$ cat config.mk
export PLATFORM = sky130hd
export DESIGN_NAME = canonical_kmer_orientation_flat
export DESIGN_NICKNAME = d
export VERILOG_FILES = /design/src/ckmo_pkg.sv /design/src/ckmo_in_if.sv /design/src/ckmo_out_if.sv /design/src/ckmo_lane.sv /design/src/ckmo_merge.sv /design/src/canonical_kmer_orientation.sv /design/src/flat_wrapper.sv
export SDC_FILE = /design/constraint.sdc
export NUM_CORES = 1
export LEC_CHECK = 0
export ABC_AREA = 1
export BUFFER_PORTS_ARGS = -buffer_cell sky130_fd_sc_hd__clkbuf_2
export CORE_ASPECT_RATIO = 0.5
export CORE_UTILIZATION = 54
export DETAILED_ROUTE_END_ITERATION = 10
export PLACE_DENSITY = 0.77
export SYNTH_ARGS = -nofsm -noshare
export SYNTH_HDL_FRONTEND = slang
export SYNTH_SLANG_ARGS = --single-unit
$ cat constraint.sdc
create_clock -name i_clk -period 7.9 [get_ports i_clk]
set_clock_uncertainty 0.15 [all_clocks]
set_input_delay 1.58 -clock i_clk [delete_from_list [all_inputs] [get_ports i_clk]]
set_output_delay 1.58 -clock i_clk [all_outputs]
set_load 0.005 [all_outputs]
$ cat src/ckmo_pkg.sv
package ckmo_pkg;

    localparam int KMER_W = 64;
    localparam int LEN_W  = 6;

    typedef logic [1:0] t_base;

    localparam t_base BASE_MAX = 2'd3;

    typedef enum logic [1:0] {
        ORIENT_FWD = 2'd0,
        ORIENT_RC  = 2'd1,
        ORIENT_PAL = 2'd2
    } t_orient;

    // what one lane reports about its base position
    typedef struct packed {
        t_base fwd;
        t_base rc;
        logic  diff;
        logic  gt;
    } t_lane;

endpackage

$ cat src/ckmo_in_if.sv
interface ckmo_in_if;
    import ckmo_pkg::*;

    logic              valid;
    logic              ready;
    logic [KMER_W-1:0] kmer_bases;
    logic [LEN_W-1:0]  kmer_length;

    modport source (output valid, output kmer_bases, output kmer_length, input ready);
    modport sink   (input valid, input kmer_bases, input kmer_length, output ready);
endinterface

$ cat src/ckmo_out_if.sv
interface ckmo_out_if;
    import ckmo_pkg::*;

    logic              valid;
    logic              ready;
    logic [1:0]        orientation;
    logic [KMER_W-1:0] reverse_complement;
    logic [KMER_W-1:0] canonical_bases;

    modport source (output valid, output orientation, output reverse_complement,
                    output canonical_bases, input ready);
    modport sink   (input valid, input orientation, input reverse_complement,
                    input canonical_bases, output ready);
endinterface

$ cat src/ckmo_lane.sv
module ckmo_lane #(
    parameter int LANE      = 0,
    parameter int NUM_BASES = 32
) (
    input  ckmo_pkg::t_base            i_fwd [NUM_BASES],
    input  logic [ckmo_pkg::LEN_W-1:0] i_len,
    output ckmo_pkg::t_lane            o_lane
);
    import ckmo_pkg::*;

    localparam int IDX_W = (NUM_BASES > 1) ? $clog2(NUM_BASES) : 1;

    logic             active;
    logic [LEN_W-1:0] src;
    t_base            fwd_b;
    t_base            rc_b;

    // mirror position of this lane inside the k-mer
    assign active = i_len > LEN_W'(LANE);
    assign src    = i_len - LEN_W'(LANE) - LEN_W'(1);

    assign fwd_b = active ? i_fwd[LANE] : '0;
    assign rc_b  = active ? t_base'(BASE_MAX - i_fwd[src[IDX_W-1:0]]) : '0;

    assign o_lane.fwd  = fwd_b;
    assign o_lane.rc   = rc_b;
    assign o_lane.diff = fwd_b != rc_b;
    assign o_lane.gt   = fwd_b > rc_b;
endmodule

$ cat src/ckmo_merge.sv
module ckmo_merge #(
    parameter int NUM_BASES = 32
) (
    input  ckmo_pkg::t_lane             i_lanes [NUM_BASES],
    output ckmo_pkg::t_orient           o_orient,
    output logic [ckmo_pkg::KMER_W-1:0] o_rc,
    output logic [ckmo_pkg::KMER_W-1:0] o_canon
);
    import ckmo_pkg::*;

    logic              found;
    t_orient           orient;
    logic [KMER_W-1:0] fwd_w;
    logic [KMER_W-1:0] rc_w;

    // first differing base, base zero first, decides the order
    always_comb begin
        found  = 1'b0;
        orient = ORIENT_PAL;
        fwd_w  = '0;
        rc_w   = '0;
        for (int i = 0; i < NUM_BASES; i++) begin
            fwd_w[2*i +: 2] = i_lanes[i].fwd;
            rc_w[2*i +: 2]  = i_lanes[i].rc;
            if (!found && i_lanes[i].diff) begin
                found  = 1'b1;
                orient = i_lanes[i].gt ? ORIENT_RC : ORIENT_FWD;
            end
        end
    end

    assign o_orient = orient;
    assign o_rc     = rc_w;
    assign o_canon  = (orient == ORIENT_RC) ? rc_w : fwd_w;
endmodule

$ cat src/canonical_kmer_orientation.sv
// channel    dir  modport      payload
// i_kmer     in   ckmo_in_if   kmer_bases[63:0], kmer_length[5:0]
// o_result   out  ckmo_out_if  orientation[1:0], reverse_complement[63:0],
//                              canonical_bases[63:0]
//
// one transaction per cycle sustained while o_result.ready stays high
// stages: input register, one lane per base position, priority merge into output register
// each stage holds while the stage after it is full and stalled, so bubbles are squeezed out
// i_rst_n is synchronous and active low; it empties all three stages
module canonical_kmer_orientation #(
    parameter int MAX_BASES = 32
) (
    input  logic       i_clk,
    input  logic       i_rst_n,
    ckmo_in_if.sink    i_kmer,
    ckmo_out_if.source o_result
);
    import ckmo_pkg::*;

    // stage valids and advance enables
    logic r_v1, r_v2, r_v3;
    logic adv1, adv2, adv3;

    // stage 1: raw bases split per position, length saturated
    t_base            n_s1_bases [MAX_BASES];
    t_base            r_s1_bases [MAX_BASES];
    logic [LEN_W-1:0] n_s1_len;
    logic [LEN_W-1:0] r_s1_len;

    // stage 2: per-lane results
    t_lane n_s2_lanes [MAX_BASES];
    t_lane r_s2_lanes [MAX_BASES];

    // stage 3: output register
    t_orient           n_orient, r_orient;
    logic [KMER_W-1:0] n_rc, r_rc;
    logic [KMER_W-1:0] n_canon, r_canon;

    // a stage can take new data when it is empty or its content moves on
    assign adv3 = !r_v3 || o_result.ready;
    assign adv2 = !r_v2 || adv3;
    assign adv1 = !r_v1 || adv2;

    assign i_kmer.ready = adv1;

    // lengths above the configured maximum saturate; length zero gives an empty k-mer
    assign n_s1_len = (i_kmer.kmer_length > LEN_W'(MAX_BASES)) ? LEN_W'(MAX_BASES)
                                                               : i_kmer.kmer_length;

    always_comb begin
        for (int i = 0; i < MAX_BASES; i++) begin
            n_s1_bases[i] = i_kmer.kmer_bases[2*i +: 2];
        end
    end

    // one lane for every base position: masked forward base, reverse-complement base,
    // and whether the two strands differ there
    for (genvar g = 0; g < MAX_BASES; g++) begin : g_lane
        ckmo_lane #(
            .LANE      (g),
            .NUM_BASES (MAX_BASES)
        ) u_lane (
            .i_fwd  (r_s1_bases),
            .i_len  (r_s1_len),
            .o_lane (n_s2_lanes[g])
        );
    end

    // merge picks the first position where forward and reverse complement disagree
    ckmo_merge #(
        .NUM_BASES (MAX_BASES)
    ) u_merge (
        .i_lanes  (r_s2_lanes),
        .o_orient (n_orient),
        .o_rc     (n_rc),
        .o_canon  (n_canon)
    );

    always_ff @(posedge i_clk) begin
        if (!i_rst_n) begin
            r_v1 <= 1'b0;
            r_v2 <= 1'b0;
            r_v3 <= 1'b0;
        end else begin
            if (adv1) begin
                r_v1 <= i_kmer.valid;
            end
            if (adv2) begin
                r_v2 <= r_v1;
            end
            if (adv3) begin
                r_v3 <= r_v2;
            end
        end
    end

    // payload registers load only with a valid transaction behind them
    always_ff @(posedge i_clk) begin
        if (adv1 && i_kmer.valid) begin
            r_s1_bases <= n_s1_bases;
            r_s1_len   <= n_s1_len;
        end
        if (adv2 && r_v1) begin
            r_s2_lanes <= n_s2_lanes;
        end
        if (adv3 && r_v2) begin
            r_orient <= n_orient;
            r_rc     <= n_rc;
            r_canon  <= n_canon;
        end
    end

    assign o_result.valid              = r_v3;
    assign o_result.orientation        = r_orient;
    assign o_result.reverse_complement = r_rc;
    assign o_result.canonical_bases    = r_canon;

`ifndef SYNTHESIS
    // reverse complement chosen means it is what the canonical word carries
    a_rc_canon: assert property (@(posedge i_clk) disable iff (!i_rst_n)
        r_v3 && r_orient == ORIENT_RC |-> r_canon == r_rc)
        else $error("canonical bases differ from chosen reverse complement");

    // a palindrome reads the same on both strands
    a_pal_equal: assert property (@(posedge i_clk) disable iff (!i_rst_n)
        r_v3 && r_orient == ORIENT_PAL |-> r_canon == r_rc)
        else $error("palindromic k-mer with differing strands");

    // an accepted transaction always lands in the first stage
    a_accept_fill: assert property (@(posedge i_clk) disable iff (!i_rst_n)
        i_kmer.valid && i_kmer.ready |=> r_v1)
        else $error("accepted transaction lost at input stage");

    // a full lane stage never leaves an empty output register behind
    a_out_fill: assert property (@(posedge i_clk) disable iff (!i_rst_n)
        r_v2 && !r_v3 |=> r_v3)
        else $error("lane result did not reach the output register");
`endif
endmodule
$ cat src/flat_wrapper.sv
// flat-port wrapper written by rule: the top's interface ports become plain ports
module canonical_kmer_orientation_flat import ckmo_pkg::*;
#(
    parameter int MAX_BASES = 32
)
  (i_clk, i_rst_n, i_kmer_valid, i_kmer_kmer_bases, i_kmer_kmer_length, i_kmer_ready, o_result_valid, o_result_orientation, o_result_reverse_complement, o_result_canonical_bases, o_result_ready);
  ckmo_in_if i_kmer_i ();
  ckmo_out_if o_result_i ();
  input  logic i_clk;
  input  logic i_rst_n;
  input wire logic [$bits(i_kmer_i.valid)-1:0] i_kmer_valid;
  input wire logic [$bits(i_kmer_i.kmer_bases)-1:0] i_kmer_kmer_bases;
  input wire logic [$bits(i_kmer_i.kmer_length)-1:0] i_kmer_kmer_length;
  output wire logic [$bits(i_kmer_i.ready)-1:0] i_kmer_ready;
  output wire logic [$bits(o_result_i.valid)-1:0] o_result_valid;
  output wire logic [$bits(o_result_i.orientation)-1:0] o_result_orientation;
  output wire logic [$bits(o_result_i.reverse_complement)-1:0] o_result_reverse_complement;
  output wire logic [$bits(o_result_i.canonical_bases)-1:0] o_result_canonical_bases;
  input wire logic [$bits(o_result_i.ready)-1:0] o_result_ready;
  assign i_kmer_i.valid = i_kmer_valid;
  assign i_kmer_i.kmer_bases = i_kmer_kmer_bases;
  assign i_kmer_i.kmer_length = i_kmer_kmer_length;
  assign i_kmer_ready = i_kmer_i.ready;
  assign o_result_valid = o_result_i.valid;
  assign o_result_orientation = o_result_i.orientation;
  assign o_result_reverse_complement = o_result_i.reverse_complement;
  assign o_result_canonical_bases = o_result_i.canonical_bases;
  assign o_result_i.ready = o_result_ready;
  canonical_kmer_orientation #(.MAX_BASES(MAX_BASES)) u_core (.i_clk(i_clk), .i_rst_n(i_rst_n), .i_kmer(i_kmer_i), .o_result(o_result_i));
endmodule
==> results.cfg <==
[outcome]
status = finished clean

[synthesis]
yosys_register_bits = 395
synth_edf_count = 392
ys_dominant_reg_cell = edfxtp_1
netlist_area_mm2 = 0.0205
syn_inst = 2143
synth_cell_types = 34
async_flop_share = 0
syn_nets = 2299
synth.avg_cell_area_um2 = 9.58
yosysSeqAreaShare = 0.577
synth_warnings = 0

[timing]
fin_crit_ns = 5.55
hold_viol_final = 0
rsz0062_at_grt = false
slew_viol_final = 0
period_share = 0.702
max_freq_ghz = 0.180
fin_tns_setup_ns = 0
setup_viol = 0
worst_pin_slew_ns = 1.43
relSlewSlack = 0.0402

[finish]
finalNetCount = 2492
final_util = 0.621
fillers = 3045
drive_above_1_share = 0.125
syn2layout_area_growth_pct = 13.2
antenna_cells = 0

[place]
routabilityCongestion = 1.10
io_buffer_count = 205
hpwl_mm = 49.8

[critical_path]
rr_worst_depth = 13
crit_path_max_incr_delay_ns = 0.60
startpoint = u_core.r_s1_len[0]
cp.required_ns = 8.09
path_max_fanout = 132
r2r_end = u_core.r_s2_lanes[180]
reg2reg_slack_ns = 2.35
start_kind = flop
endpoint_kind = flop
crit_end = u_core.r_s2_lanes[180]
crit_chain = buf_12, clkinv_1, ha_1, inv_1, nor2_1, nor2_1, inv_1, nor3_1, xor2_1, nand3_1, a221oi_1, ha_1, a21oi_1
critPathArrivalTime_ns = 5.73
r2r_start = u_core.r_s1_len[0]
slowest_stage = xor2_1
worst-setup-path-type = reg2reg

[power]
power_density_mw_per_mm2 = 239
p_total_mw = 5.56
vdd_drop_max_uv = 131
power_leakage_nw = 10.3

[clock_tree]
cts_tree = built
cts-buffers-inserted = 35
cts.path.max_buffers = 3
cts_hold_buffers = 0
clk_pin_slew_ns = 0.07
clk_latency_ns = 0.55
cts_root_buf = clkbuf_16
postCtsResizedCells = 0
cts_max_level = 2
clock-sinks = 395
post-cts-setup-buffers = 0

[floorplan]
die_w_um = 278
die_area_mm2 = 0.0388
initial_core_util = 0.549
ios = 206
core-area_mm2 = 0.0374
die_h_um = 140
rows = 50

[routing]
drc = 0
routed_wl_mm = 64.7
drtAntennaViolNets = 0
wl_per_cell_um = 22.7
dr.first_iter.drc_count = 2403
vias_per_cell = 5.73
vias = 16400
dr.pass1.iters = 8

[global_route]
grt_pass1_vias = 15000
grt-ovfl-total = 0
antenna_found_initial = 2
grt_max_degree = 136
track_usage = 0.331
grt_pass1_wl_mm = 92.9

[worst_hold_path]
hold_path.class = reg2reg

[run]
drv_cap = 0
[how the worst min path moves through the flow]
stage,slack (ns),from,cells after the start,endpoint
after CTS,0.30,u_core.r_s2_lanes[99],0,u_core.o_result.reverse_complement[31]
after detailed placement,0.28,u_core.r_s2_lanes[99],0,u_core.o_result.reverse_complement[31]
after floorplan,0.28,u_core.r_s2_lanes[188],0,u_core.o_result.reverse_complement[0]
after global routing,0.31,u_core.r_s2_lanes[183],0,u_core.o_result.reverse_complement[3]
final,0.30,u_core.r_s2_lanes[74],0,u_core.o_result.reverse_complement[38]
after global placement,0.28,u_core.r_s2_lanes[122],0,u_core.o_result.reverse_complement[22]
[per-layer routing]
metal	vias to the layer above	track usage	part of all wire
li1	7647	-	-
met4	2	0.0704	0.021
met1	7689	0.480	0.42
met3	113	0.143	0.15
met5	-	0	0.00020
met2	908	0.456	0.40
[state kept, by name, indices dropped and copies added (netlist names)]
register,count
u_core.r_s2_lanes,192
u_core.o_result.canonical_bases,64
u_core.o_result.reverse_complement,64
u_core.r_s1_bases,64
u_core.r_s1_len,6
u_core.o_result.orientation,2
u_core.o_result.valid,1
u_core.r_v1,1
u_core.r_v2,1
[placed cells by master (no fill, tap or decap), types with 2 or more instances in the layout]
master      count
nand3_1        40
mux2i_1        67
o21ai_0       209
nand4_2         4
clkinvlp_4      2
nand4_1        87
clkinv_1       11
a211oi_1        3
nor2_2          6
clkbuf_2      205
o21a_1          4
nor2_1        216
inv_2           2
dfxtp_1         3
a21oi_1       104
nand2_1       448
bufinv_16       5
o211ai_1        2
o22ai_1         3
clkbuf_1        8
clkinv_2        3
nor2_4          3
buf_12          2
inv_1         315
ha_1           82
xor2_1         12
edfxtp_1      392
nor3_1         45
clkbuf_16      37
a31oi_1         9
buf_4          23
[report_power, final]
| group | switching [mW] | leakage [nW] | internal [mW] |
|---|---|---|---|
| registers | 0.0757 | 3.73 | 2.52 |
| logic | 0.835 | 5.97 | 0.338 |
| clock network | 0.766 | 0.565 | 1.02 |
| total | 1.68 | 10.3 | 3.88 |
[critical path: cells and delay by family, from the launching register on]
family                   cells  cell delay [ns]
adder cells (fa/ha/maj)      2             0.81
XOR/XNOR                     1             0.60
flip-flops                   1             0.37
AND/OR/NAND/NOR              4             1.16
buffers and inverters        4             1.32
AO/OA/AOI/OAI                2             0.78
[area by class of cell]
cell class / count / area, µm² / share of cell area
clock buffers: 45 / 956 / 0.0411
clock inverters: 18 / 218 / 0.00937
inverters: 322 / 1210 / 0.0522
multi-input cells: 1352 / 7160 / 0.308
flip-flops and latches: 395 / 11800 / 0.509
well taps: 494 / 618 / 0.0266
repair buffers: 230 / 1240 / 0.0533
[Yosys cell counts (9+ instances only)]
master	number	area share
nand3_1	41	0.010
edfxtp_1	392	0.57
mux2i_1	67	0.033
xor2_1	12	0.0051
nor2_1	216	0.040
ha_1	82	0.050
a31oi_1	9	0.0027
nand4_1	87	0.027
o21ai_0	209	0.051
buf_1	15	0.0027
nor3_1	45	0.011
buf_2	12	0.0029
a21oi_1	105	0.026
nand2_1	448	0.082
inv_1	317	0.058
clkbuf_1	41	0.0075
[cells by family after synthesis]
group | after synthesis | share of synthesized area
multiplexers | 67 | 0.0327
AND/OR/NAND/NOR | 854 | 0.176
buffers and inverters | 396 | 0.0752
AO/OA/AOI/OAI | 336 | 0.0840
adder cells (fa/ha/maj) | 82 | 0.0500
XOR/XNOR | 13 | 0.00555
flip-flops | 395 | 0.577
[stage by stage]
step,worst slack (ns),instances,hold slack (ns),cell area [µm²]
2_1_floorplan,1.65,2143,0.277,20500
3_3_place_gp,2.68,2793,0.281,22100
3_5_place_dp,2.60,2793,0.285,22100
4_1_cts,2.56,2856,0.300,23200
5_1_grt,2.08,2856,0.310,23200
6_report,2.35,2856,0.299,23200
Note: power is estimated with default switching activity, not from simulation.
